File: config.mk
export PLATFORM = sky130hd
export DESIGN_NAME = encoder_speed_pd_controller_core
export DESIGN_NICKNAME = d
export VERILOG_FILES = /design/src/rtl/espd_pkg.sv /design/src/rtl/espd_serial_mul.sv /design/src/rtl/espd_seq.sv /design/src/rtl/encoder_speed_pd_controller_core.sv
export SDC_FILE = /design/constraint.sdc
export NUM_CORES = 1
export LEC_CHECK = 0
export BUFFER_PORTS_ARGS = -buffer_cell sky130_fd_sc_hd__buf_4
export CORE_MARGIN = 2
export CORE_UTILIZATION = 45
export CTS_CLUSTER_DIAMETER = 60
export CTS_CLUSTER_SIZE = 30
export DETAILED_ROUTE_END_ITERATION = 12
export MAX_ROUTING_LAYER = met4
export SYNTH_ARGS = -nofsm -noshare
export SYNTH_HDL_FRONTEND = slang
export SYNTH_HIERARCHICAL = 1
export SYNTH_SLANG_ARGS = --single-unit
File: constraint.sdc
create_clock -name aclk -period 22.9 [get_ports aclk]
set_input_delay 4.58 -clock aclk [delete_from_list [all_inputs] [get_ports aclk]]
set_output_delay 4.58 -clock aclk [all_outputs]
set_load 0.02 [all_outputs]
File: src/rtl/espd_pkg.sv
// ----------------------------------------------------------------------------
// espd_pkg
// Shared types, widths and constants of the encoder speed PD controller.
// ----------------------------------------------------------------------------
package espd_pkg;

    // Field widths
    localparam int COUNT_WIDTH_DEF = 16;
    localparam int TARGET_W        = 27;
    localparam int SPEED_W         = 27;
    localparam int SPEED_FRAC      = 16;
    localparam int DRIVE_W         = 28;
    localparam int DIST_W          = 48;
    localparam int GAIN_W          = 16;
    localparam int CUTOFF_W        = 10;

    // Internal datapath widths
    localparam int ERR_W    = 28;
    localparam int DERR_W   = 29;
    localparam int PD_W     = 38;
    localparam int MUL_W    = 16;
    localparam int MCAND_W  = 40;
    localparam int ACC_W    = 56;
    localparam int CNT_W    = $clog2(MUL_W);
    localparam int FRAC_SHIFT = 8;

    // Configuration port
    localparam int PADDR_W = 4;
    localparam int PDATA_W = 32;
    localparam logic [CUTOFF_W-1:0] CUTOFF_RESET = CUTOFF_W'(900);

    // Multiplier constants
    localparam logic signed [MUL_W-1:0] SPEED_PER_COUNT = 16'sd550;
    localparam logic signed [MUL_W-1:0] NEW_WEIGHT      = 16'sd230;
    localparam logic signed [MUL_W-1:0] OLD_WEIGHT      = 16'sd26;

    // Saturation bounds
    localparam logic signed [ACC_W-1:0] SPEED_HI = 67108863;
    localparam logic signed [ACC_W-1:0] SPEED_LO = -67108864;
    localparam logic signed [ACC_W-1:0] DRIVE_HI = 98304000;
    localparam logic signed [ACC_W-1:0] DRIVE_LO = -98304000;

    // Register map, indexed by paddr[3:2]
    typedef enum logic [1:0] {
        REG_KP     = 2'd0,
        REG_KD     = 2'd1,
        REG_CUTOFF = 2'd2
    } reg_idx_t;

    // Sequencer states
    typedef enum logic [3:0] {
        ST_IDLE,
        ST_DIST,
        ST_SPEED,
        ST_CHECK,
        ST_PSTART,
        ST_PMUL,
        ST_DMUL,
        ST_NSTART,
        ST_NMUL,
        ST_OMUL,
        ST_DONE
    } seq_state_t;

    // Configuration register group
    typedef struct packed {
        logic signed [GAIN_W-1:0] kp;
        logic signed [GAIN_W-1:0] kd;
        logic [CUTOFF_W-1:0]      cutoff;
    } cfg_t;

    // Multiplier command
    typedef struct packed {
        logic                      start;
        logic                      accumulate;
        logic signed [MUL_W-1:0]   mplier;
        logic signed [MCAND_W-1:0] mcand;
    } mul_cmd_t;

    // Multiplier status
    typedef struct packed {
        logic                    busy;
        logic                    done;
        logic signed [ACC_W-1:0] product;
    } mul_stat_t;

    // Result word, last field in the lowest bits
    typedef struct packed {
        logic signed [DIST_W-1:0]  distance;
        logic signed [SPEED_W-1:0] measured_speed;
        logic                      cut_off;
        logic signed [DRIVE_W-1:0] drive;
    } res_t;

endpackage

File: src/rtl/espd_serial_mul.sv
// ----------------------------------------------------------------------------
// espd_serial_mul
// Serial-parallel signed multiplier: the multiplier shifts out one bit per
// cycle, the multiplicand shifts left, the accumulator adds or subtracts it.
// ----------------------------------------------------------------------------
module espd_serial_mul
    import espd_pkg::*;
(
    input  logic      aclk,
    input  logic      aresetn,
    input  mul_cmd_t  cmd,
    output mul_stat_t stat
);

    logic                    busy_reg, busy_next;
    logic                    done_reg, done_next;
    logic [CNT_W-1:0]        cnt_reg, cnt_next;
    logic [MUL_W-1:0]        m_reg, m_next;
    logic [ACC_W-1:0]        x_reg, x_next;
    logic [ACC_W-1:0]        acc_reg, acc_next;
    logic                    last_bit;
    logic [ACC_W-1:0]        addend;

    // Top multiplier bit carries negative weight
    assign last_bit = (cnt_reg == CNT_W'(MUL_W - 1));

    always_comb begin
        if (!m_reg[0]) begin
            addend = '0;
        end else if (last_bit) begin
            addend = ~x_reg + ACC_W'(1);
        end else begin
            addend = x_reg;
        end
    end

    // Load on start, else advance one multiplier bit while busy
    always_comb begin
        busy_next = busy_reg;
        done_next = 1'b0;
        cnt_next  = cnt_reg;
        m_next    = m_reg;
        x_next    = x_reg;
        acc_next  = acc_reg;
        if (cmd.start) begin
            busy_next = 1'b1;
            cnt_next  = '0;
            m_next    = cmd.mplier;
            x_next    = ACC_W'(cmd.mcand);
            acc_next  = cmd.accumulate ? acc_reg : '0;
        end else if (busy_reg) begin
            acc_next = acc_reg + addend;
            m_next   = {1'b0, m_reg[MUL_W-1:1]};
            x_next   = {x_reg[ACC_W-2:0], 1'b0};
            cnt_next = cnt_reg + CNT_W'(1);
            if (last_bit) begin
                busy_next = 1'b0;
                done_next = 1'b1;
            end
        end
    end

    always_ff @(posedge aclk) begin
        if (!aresetn) begin
            busy_reg <= 1'b0;
            done_reg <= 1'b0;
            cnt_reg  <= '0;
        end else begin
            busy_reg <= busy_next;
            done_reg <= done_next;
            cnt_reg  <= cnt_next;
        end
        m_reg   <= m_next;
        x_reg   <= x_next;
        acc_reg <= acc_next;
    end

    assign stat.busy    = busy_reg;
    assign stat.done    = done_reg;
    assign stat.product = $signed(acc_reg);

endmodule

File: src/rtl/espd_seq.sv
// ----------------------------------------------------------------------------
// espd_seq
// Control sequencer and narrow datapath: distance counter, speed clamp,
// cutoff test, error terms and drive saturation around the serial multiplier.
// ----------------------------------------------------------------------------
module espd_seq
    import espd_pkg::*;
#(
    parameter int COUNT_WIDTH = COUNT_WIDTH_DEF
) (
    input  logic                          aclk,
    input  logic                          aresetn,
    input  cfg_t                          cfg,
    input  logic                          in_valid,
    output logic                          in_ready,
    input  logic signed [COUNT_WIDTH-1:0] left_count,
    input  logic signed [COUNT_WIDTH-1:0] right_count,
    input  logic signed [TARGET_W-1:0]    target_speed,
    input  logic                          clear_distance,
    output logic                          res_valid,
    input  logic                          res_ready,
    output res_t                          res
);

    seq_state_t state_reg, state_next;
    mul_cmd_t   mul_cmd;
    mul_stat_t  mul_stat;

    logic signed [COUNT_WIDTH:0]  diff_reg, diff_next;
    logic signed [TARGET_W-1:0]   target_reg, target_next;
    logic                         clear_reg, clear_next;
    logic signed [DIST_W-1:0]     dist_reg, dist_next;
    logic signed [SPEED_W-1:0]    speed_reg, speed_next;
    logic                         cut_reg, cut_next;
    logic signed [ERR_W-1:0]      err_reg, err_next;
    logic signed [DERR_W-1:0]     derr_reg, derr_next;
    logic signed [PD_W-1:0]       pkp_reg, pkp_next;
    logic signed [PD_W-1:0]       pd_reg, pd_next;
    logic signed [DRIVE_W-1:0]    drive_reg, drive_next;
    logic signed [ERR_W-1:0]      prev_err_reg, prev_err_next;
    logic signed [DRIVE_W-1:0]    prev_drive_reg, prev_drive_next;

    logic signed [ACC_W-1:0]      scaled;
    logic signed [SPEED_W-1:0]    cut_level;

    espd_serial_mul u_mul (
        .aclk    (aclk),
        .aresetn (aresetn),
        .cmd     (mul_cmd),
        .stat    (mul_stat)
    );

    assign scaled    = mul_stat.product >>> FRAC_SHIFT;
    assign cut_level = $signed({1'b0, cfg.cutoff, {SPEED_FRAC{1'b0}}});

    // Next state
    always_comb begin
        state_next = state_reg;
        case (state_reg)
            ST_IDLE:   if (in_valid) state_next = ST_DIST;
            ST_DIST:   state_next = ST_SPEED;
            ST_SPEED:  if (mul_stat.done) state_next = ST_CHECK;
            ST_CHECK:  state_next = cut_next ? ST_DONE : ST_PSTART;
            ST_PSTART: state_next = ST_PMUL;
            ST_PMUL:   if (mul_stat.done) state_next = ST_DMUL;
            ST_DMUL:   if (mul_stat.done) state_next = ST_NSTART;
            ST_NSTART: state_next = ST_NMUL;
            ST_NMUL:   if (mul_stat.done) state_next = ST_OMUL;
            ST_OMUL:   if (mul_stat.done) state_next = ST_DONE;
            ST_DONE:   if (res_ready) state_next = ST_IDLE;
            default:   state_next = ST_IDLE;
        endcase
    end

    // Outputs and multiplier commands
    always_comb begin
        in_ready           = 1'b0;
        res_valid          = 1'b0;
        mul_cmd.start      = 1'b0;
        mul_cmd.accumulate = 1'b0;
        mul_cmd.mplier     = SPEED_PER_COUNT;
        mul_cmd.mcand      = MCAND_W'(diff_reg);
        case (state_reg)
            ST_IDLE: begin
                in_ready = 1'b1;
            end
            ST_DIST: begin
                mul_cmd.start = 1'b1;
            end
            ST_PSTART: begin
                mul_cmd.start  = 1'b1;
                mul_cmd.mplier = cfg.kp;
                mul_cmd.mcand  = MCAND_W'(err_reg);
            end
            ST_PMUL: begin
                mul_cmd.start  = mul_stat.done;
                mul_cmd.mplier = cfg.kd;
                mul_cmd.mcand  = MCAND_W'(derr_reg);
            end
            ST_NSTART: begin
                mul_cmd.start  = 1'b1;
                mul_cmd.mplier = NEW_WEIGHT;
                mul_cmd.mcand  = MCAND_W'(pd_reg);
            end
            ST_NMUL: begin
                mul_cmd.start      = mul_stat.done;
                mul_cmd.accumulate = 1'b1;
                mul_cmd.mplier     = OLD_WEIGHT;
                mul_cmd.mcand      = MCAND_W'(prev_drive_reg);
            end
            ST_DONE: begin
                res_valid = 1'b1;
            end
            default: begin
                in_ready = 1'b0;
            end
        endcase
    end

    // Datapath updates
    always_comb begin
        diff_next       = diff_reg;
        target_next     = target_reg;
        clear_next      = clear_reg;
        dist_next       = dist_reg;
        speed_next      = speed_reg;
        cut_next        = cut_reg;
        err_next        = err_reg;
        derr_next       = derr_reg;
        pkp_next        = pkp_reg;
        pd_next         = pd_reg;
        drive_next      = drive_reg;
        prev_err_next   = prev_err_reg;
        prev_drive_next = prev_drive_reg;
        case (state_reg)
            ST_IDLE: begin
                if (in_valid) begin
                    diff_next   = (COUNT_WIDTH+1)'(right_count)
                                - (COUNT_WIDTH+1)'(left_count);
                    target_next = target_speed;
                    clear_next  = clear_distance;
                end
            end
            ST_DIST: begin
                dist_next = (clear_reg ? '0 : dist_reg) + DIST_W'(diff_reg);
            end
            ST_SPEED: begin
                if (mul_stat.product > SPEED_HI) begin
                    speed_next = SPEED_W'(SPEED_HI);
                end else if (mul_stat.product < SPEED_LO) begin
                    speed_next = SPEED_W'(SPEED_LO);
                end else begin
                    speed_next = SPEED_W'(mul_stat.product);
                end
            end
            ST_CHECK: begin
                cut_next   = (speed_reg >= cut_level);
                drive_next = '0;
                err_next   = ERR_W'(target_reg) - ERR_W'(speed_reg);
            end
            ST_PSTART: begin
                derr_next = DERR_W'(err_reg) - DERR_W'(prev_err_reg);
            end
            ST_PMUL: begin
                if (mul_stat.done) pkp_next = PD_W'(scaled);
            end
            ST_DMUL: begin
                if (mul_stat.done) pd_next = pkp_reg + PD_W'(scaled);
            end
            ST_OMUL: begin
                if (mul_stat.done) begin
                    if (scaled > DRIVE_HI) begin
                        drive_next = DRIVE_W'(DRIVE_HI);
                    end else if (scaled < DRIVE_LO) begin
                        drive_next = DRIVE_W'(DRIVE_LO);
                    end else begin
                        drive_next = DRIVE_W'(scaled);
                    end
                    prev_err_next   = err_reg;
                    prev_drive_next = drive_next;
                end
            end
            default: begin
                dist_next = dist_reg;
            end
        endcase
    end

    always_ff @(posedge aclk) begin
        if (!aresetn) begin
            state_reg      <= ST_IDLE;
            dist_reg       <= '0;
            prev_err_reg   <= '0;
            prev_drive_reg <= '0;
        end else begin
            state_reg      <= state_next;
            dist_reg       <= dist_next;
            prev_err_reg   <= prev_err_next;
            prev_drive_reg <= prev_drive_next;
        end
        diff_reg   <= diff_next;
        target_reg <= target_next;
        clear_reg  <= clear_next;
        speed_reg  <= speed_next;
        cut_reg    <= cut_next;
        err_reg    <= err_next;
        derr_reg   <= derr_next;
        pkp_reg    <= pkp_next;
        pd_reg     <= pd_next;
        drive_reg  <= drive_next;
    end

    assign res.drive          = drive_reg;
    assign res.cut_off        = cut_reg;
    assign res.measured_speed = speed_reg;
    assign res.distance       = dist_reg;

endmodule

File: src/rtl/encoder_speed_pd_controller_core.sv
// Each word passes five times through the one bit-serial multiplier (speed scale,
// kp, kd and the two blend weights), once only when cut off. A new word is taken
// only after the sequencer has handed the last result to the output register.
// A result word waits in the output register while the next word is accepted.
// Reset (aresetn low, synchronous) clears distance, previous error and previous drive,
// sets kp and kd to 0 and the cutoff to 900.
// ----------------------------------------------------------------------------
// encoder_speed_pd_controller_core
// Top level: APB register file, input and output stream channels, sequencer.
// ----------------------------------------------------------------------------
module encoder_speed_pd_controller_core
    import espd_pkg::*;
#(
    parameter int COUNT_WIDTH = COUNT_WIDTH_DEF
) (
    input  logic                 aclk,
    input  logic                 aresetn,
    // Input stream
    input  logic                 s_tvalid,
    output logic                 s_tready,
    // left_count, right_count, target_speed, clear_distance, zero fill
    input  logic [((2*COUNT_WIDTH+TARGET_W+1+7)/8)*8-1:0] s_tdata,
    // Result stream
    output logic                 m_tvalid,
    input  logic                 m_tready,
    // drive, cut_off, measured_speed, distance
    output logic [$bits(res_t)-1:0] m_tdata,
    // Configuration port
    input  logic                 psel,
    input  logic                 penable,
    input  logic                 pwrite,
    input  logic [PADDR_W-1:0]   paddr,
    input  logic [PDATA_W-1:0]   pwdata,
    output logic [PDATA_W-1:0]   prdata,
    output logic                 pready
);

    cfg_t     cfg_reg, cfg_next;
    reg_idx_t reg_idx;
    logic     cfg_write;
    logic     res_valid;
    logic     res_ready;
    res_t     res;
    logic     m_valid_reg, m_valid_next;
    res_t     m_data_reg, m_data_next;

    // Register access
    assign pready    = 1'b1;
    assign reg_idx   = reg_idx_t'(paddr[3:2]);
    assign cfg_write = psel && penable && pwrite;

    always_comb begin
        cfg_next = cfg_reg;
        if (cfg_write) begin
            case (reg_idx)
                REG_KP:     cfg_next.kp     = $signed(pwdata[GAIN_W-1:0]);
                REG_KD:     cfg_next.kd     = $signed(pwdata[GAIN_W-1:0]);
                REG_CUTOFF: cfg_next.cutoff = pwdata[CUTOFF_W-1:0];
                default:    cfg_next        = cfg_reg;
            endcase
        end
    end

    always_comb begin
        case (reg_idx)
            REG_KP:     prdata = PDATA_W'(cfg_reg.kp);
            REG_KD:     prdata = PDATA_W'(cfg_reg.kd);
            REG_CUTOFF: prdata = PDATA_W'(cfg_reg.cutoff);
            default:    prdata = '0;
        endcase
    end

    espd_seq #(
        .COUNT_WIDTH (COUNT_WIDTH)
    ) u_seq (
        .aclk           (aclk),
        .aresetn        (aresetn),
        .cfg            (cfg_reg),
        .in_valid       (s_tvalid),
        .in_ready       (s_tready),
        .left_count     ($signed(s_tdata[COUNT_WIDTH-1:0])),
        .right_count    ($signed(s_tdata[2*COUNT_WIDTH-1:COUNT_WIDTH])),
        .target_speed   ($signed(s_tdata[2*COUNT_WIDTH+TARGET_W-1:2*COUNT_WIDTH])),
        .clear_distance (s_tdata[2*COUNT_WIDTH+TARGET_W]),
        .res_valid      (res_valid),
        .res_ready      (res_ready),
        .res            (res)
    );

    // Output register: load when empty or being drained
    assign res_ready = !m_valid_reg || m_tready;

    always_comb begin
        m_valid_next = m_valid_reg;
        m_data_next  = m_data_reg;
        if (res_ready) begin
            m_valid_next = res_valid;
            if (res_valid) m_data_next = res;
        end
    end

    always_ff @(posedge aclk) begin
        if (!aresetn) begin
            cfg_reg.kp     <= '0;
            cfg_reg.kd     <= '0;
            cfg_reg.cutoff <= CUTOFF_RESET;
            m_valid_reg    <= 1'b0;
        end else begin
            cfg_reg        <= cfg_next;
            m_valid_reg    <= m_valid_next;
        end
        m_data_reg <= m_data_next;
    end

    assign m_tvalid = m_valid_reg;
    assign m_tdata  = m_data_reg;

    // A new word is taken only when the sequencer is free
    a_one_at_a_time: assert property (@(posedge aclk) disable iff (!aresetn)
        s_tvalid && s_tready |=> !s_tready)
        else $error("input word accepted while another is in work");

    // Sequencer never offers a result while idle
    a_no_result_idle: assert property (@(posedge aclk) disable iff (!aresetn)
        !(res_valid && s_tready))
        else $error("result offered while sequencer idle");

    // Cut-off results carry zero drive
    a_cut_zero: assert property (@(posedge aclk) disable iff (!aresetn)
        m_valid_reg && m_data_reg.cut_off |-> m_data_reg.drive == '0)
        else $error("cut-off result with nonzero drive");

    // Drive stays within saturation limits
    a_drive_limit: assert property (@(posedge aclk) disable iff (!aresetn)
        m_valid_reg |-> ACC_W'(m_data_reg.drive) <= DRIVE_HI
                     && ACC_W'(m_data_reg.drive) >= DRIVE_LO)
        else $error("drive outside saturation limits");

endmodule
[Yosys cells after proc, flatten, opt, wreduce, memory -nomap -nowiden]
Index checks and enable logic that the tools add are counted.
Cells by class
  reduce and logical (&&, ||, !) cells: 23
  muxes and demuxes: 35
  order comparisons: 5
  eq/ne operators: 21
  add/sub/neg operators: 8
  bitwise logic cells: 3
Operators by type and width (number)
  $mux 56: 7
  $pmux 56 s4: 1
  $pmux 32 s3: 1
  $mux 28: 3
  $add 56x1->56 const B: 1
  $add 56x56->56: 1
  $gt 56x27->1 const B: 1
  $lt 56x27->1 const B: 1
  $not 56->56: 1
  $pmux 28 s2: 1
  $add 48x48->48: 1
  $gt 48x28->1 const B: 1
  $lt 48x28->1 const B: 1
  $mux 48: 1
  $pmux 4 s11: 1
  $add 38x38->38: 1
  $mux 16: 2
  $mux 4: 8
  $sub 28x28->29: 1
  $sub 27x27->28: 1
  $ge 27x27->1: 1
  $mux 27: 1
  $reduce_and 2->1: 10
  $sub 16x16->17: 1
  20 further kinds: 46
Storage, ports and cells
  output and inout port bits: 139
  input port bits: 107
  bits in registers: 623
  word-level logic and storage cells: 123

[Logic depth before layout (Yosys ltp)]
  depth after elaboration: 7
  gate-level depth with buffers: 22

[By module]
Netlist, hierarchy kept.
Modules (own cells, without submodules)
  espd_seq: times used 1, area an instance 21775.9 um^2, seq. area each 9178.8 um^2, cells an instance 2315
  espd_serial_mul: times used 1, area an instance 9965.8 um^2, seq. area each 3963.8 um^2, cells an instance 1044
  encoder_speed_pd_controller_core: times used 1, area an instance 5242.5 um^2, seq. area each 3983.8 um^2, cells an instance 338

[Least setup slack after synthesis]
No wires, ideal clock.
  path type: input -> output
  from: in paddr[2]
  to: out prdata[16]
  required time: 18.320 ns
  path buffers: 3
  arrival time: 6.075 ns
  slack: 12.245 ns
  stages on the path: 5
  cell sequence: buf_6 -> buf_4 -> mux2i_1 -> nor2_1 -> buf_4
Between the ends
  cells in the longest elaborated chain, start to end: 2
  elaborated cells between the ends (all ways): 4
RTL lines
  start: declaration: line encoder_speed_pd_controller_core.sv:32  | input logic [PADDR_W-1:0] paddr,
  $eq 2x2->1 (tied with other cells): line encoder_speed_pd_controller_core.sv:65  | case (reg_idx)
  $pmux 32 s3 (*): line encoder_speed_pd_controller_core.sv:65
  end: declaration: line encoder_speed_pd_controller_core.sv:34  | output logic [PDATA_W-1:0] prdata,
Every way passes the cells marked *; elsewhere a longest branch is shown, timed or not.

[Final worst setup path]
  from: in paddr[2]
  to: out prdata[24]
The elaborated chain is that of the path after synthesis.

==> impl_metrics.yaml <==
outcome:
  status: "completed"
timing:
  slew_headroom: 0.2547
  tightest_slew_ns: 1.102
  post-route-period-util: 0.4642
  fin_crit_ns: 10.63
  finalSetupViolCount: 0
  finClkSkew_ns: 0.03865
  drv_slew: 0
  fmax_mhz: 94.07
  hold_slack_ns: 0.4220
  rsz0062_at_grt: "no"
  tns_ns: 0
  hold_viol: 0
finish:
  nFillCells: 7515
  area_growth_pct: 12.80
  nNetsFinal: 4164
  seq_area_mm2: 0.01713
  fin_util: 0.5104
  multi_input_area_mm2: 0.01833
  finish.instance_area_mm2: 0.04171
  largest_register_ffs: 104
  post_route_cells_drive_above_1_share: 0.1360
power_and_ir_drop:
  p_int_mw: 3.206
  leakagePower_nw: 16.36
  seq_power_share: 0.348
  p_sw_mw: 2.279
  switching_share: 0.4155
  ir_drop_v: 0.00007627
  power.share.clock: 0.207
  p_comb_frac: 0.445
  powerDensity_mw_per_mm2: 131.5
setup_path:
  r2r_cells: 19
  crit_start: "paddr[2]"
  crit_end: "prdata[24]"
  critPathArrivalTime_ns: 6.05
  path_max_fanout: 19
  path_class: "in -> out"
  required_ns: 18.32
  start_kind: "input pin"
  r2r_slack_ns: 17.19
  reg2reg_from: "u_seq/u_mul/x_reg[11]"
  worst_r2r_endpoint: "u_seq/u_mul/acc_reg[55]"
  end_kind: "output port"
synthesis:
  yosys_warnings: 6
  synth_area_mm2: 0.03698
  synth.avg_cell_area_um2: 10.00
  synthCells: 3696
  syn_nets: 4031
route:
  vias_per_cell: 5.753
  dr_total_vias: 28490
  routed_wl_um: 102800
  drtIter0Drc: 2390
  first_pass_iters: 5
  drc: 0
  antenna_left: 0
  wl_per_cell_um: 20.76
cts:
  cts_tree: "done"
  clockRootBuffer: "clkbuf_16"
  cts_buffers: 67
  cts_resized: 0
  numClockSinks: 623
  cts_hold_buf: 0
  clk_latency_ns: 0.62
  clockBufferDepth: 3
  path_clk_slew_ns: 0.06
  htree_levels: 3
  post_cts_buffers: 0
global_route:
  grt_pass1_vias: 27080
  antenna_found_initial: 5
  grt_pass1_wl_um: 158300
  grt.total_usage: 0.2447
  grt_start_max_net_pins: 141
  overflow: 0
floorplan:
  die_h_um: 290.7
  start_util: 0.4525
  ios: 246
  die_x_um: 290.7
  dieArea_mm2: 0.08448
  rows: 105
  core_mm2: 0.08172
placement:
  dp_hpwl_um: 74130
  globalplace.congestion: 0.9067
  placed_area_mm2: 0.03940
  io_buffers: 222
flow_run:
  cap_violations: 0
min_path:
  min_path_type: "reg -> reg"
[power groups by stage]
stage / logic [mW] / registers, mW / clock network (mW)
after floorplan: 1.85 / 1.80 / 0
after global placement: 2.39 / 1.92 / 0
after detailed placement: 2.40 / 1.92 / 0
after CTS: 2.42 / 1.90 / 1.16
after global routing: 2.72 / 1.93 / 1.20
final: 2.44 / 1.91 / 1.13
[layout make-up]
| type | instances | share of cell area |
|---|---|---|
| Multi-Input combinational cell | 2704 | 0.4395 |
| Tap cell | 1070 | 0.03210 |
| Timing Repair Buffer | 257 | 0.04656 |
| Sequential cell | 623 | 0.4107 |
| Inverter | 176 | 0.01587 |
| Clock buffer | 78 | 0.04374 |
| Antenna cell | 1 | 0.00006000 |
| Clock inverter | 43 | 0.01152 |
[worst max-delay path, cell delays in order]
cell and delay, ns:
buf_4 0.32, mux2i_1 0.16, nor2_1 0.71, buf_4 0.28
[through the flow]
step                      setup WS [ns]  power [mW]  instances
after floorplan                   12.24       3.648       3696
after global routing              12.18       5.849       4952
after CTS                         12.27       5.482       4951
after global placement            12.34       4.317       4830
final                             12.27       5.486       4952
after detailed placement          12.27       4.326       4830
[metal layers]
| layer | routed length [um] | global-route usage | share of wire | vias to the layer above |
|---|---|---|---|---|
| li1 | - | - | - | 13790 |
| met1 | 48220 | 0.3426 | 0.47 | 13730 |
| met2 | 45940 | 0.3722 | 0.45 | 854 |
| met3 | 5682 | 0.02677 | 0.055 | 126 |
| met4 | 2943 | 0.07835 | 0.029 | 0 |
| met5 | 0 | - | 0 | - |
[cell usage in the layout, fill, tap and decap left out, types with 39 or more instances in the layout]
| master | instances |
|---|---|
| edfxtp_1 | 465 |
| nand2_1 | 327 |
| a21oi_1 | 317 |
| buf_4 | 256 |
| nor2_1 | 239 |
| ha_1 | 222 |
| o21ai_0 | 194 |
| inv_1 | 175 |
| dfxtp_1 | 156 |
| xnor2_1 | 141 |
| a21o_1 | 136 |
| nor2b_1 | 87 |
| nand3_1 | 86 |
| mux2_2 | 83 |
| clkbuf_16 | 72 |
| mux2i_1 | 68 |
| and2_1 | 65 |
| nor3_1 | 62 |
| xor2_1 | 60 |
| and3_1 | 46 |
| a22oi_1 | 44 |
| nand4_1 | 40 |
| a31oi_1 | 39 |
[how the worst min path moves through the flow]
stage	cells after the start	slack, ns	end	from
floorplan	0	0.40	m_tdata[0]	u_seq/drive_reg[0]
global placement	0	0.40	m_tdata[22]	u_seq/drive_reg[22]
detailed placement	0	0.40	m_tdata[18]	u_seq/drive_reg[18]
CTS	0	0.42	m_tdata[16]	u_seq/drive_reg[16]
global route	0	0.43	m_tdata[18]	u_seq/drive_reg[18]
finish	0	0.42	m_tdata[17]	u_seq/drive_reg[17]
(Power assumes the default switching activity.)
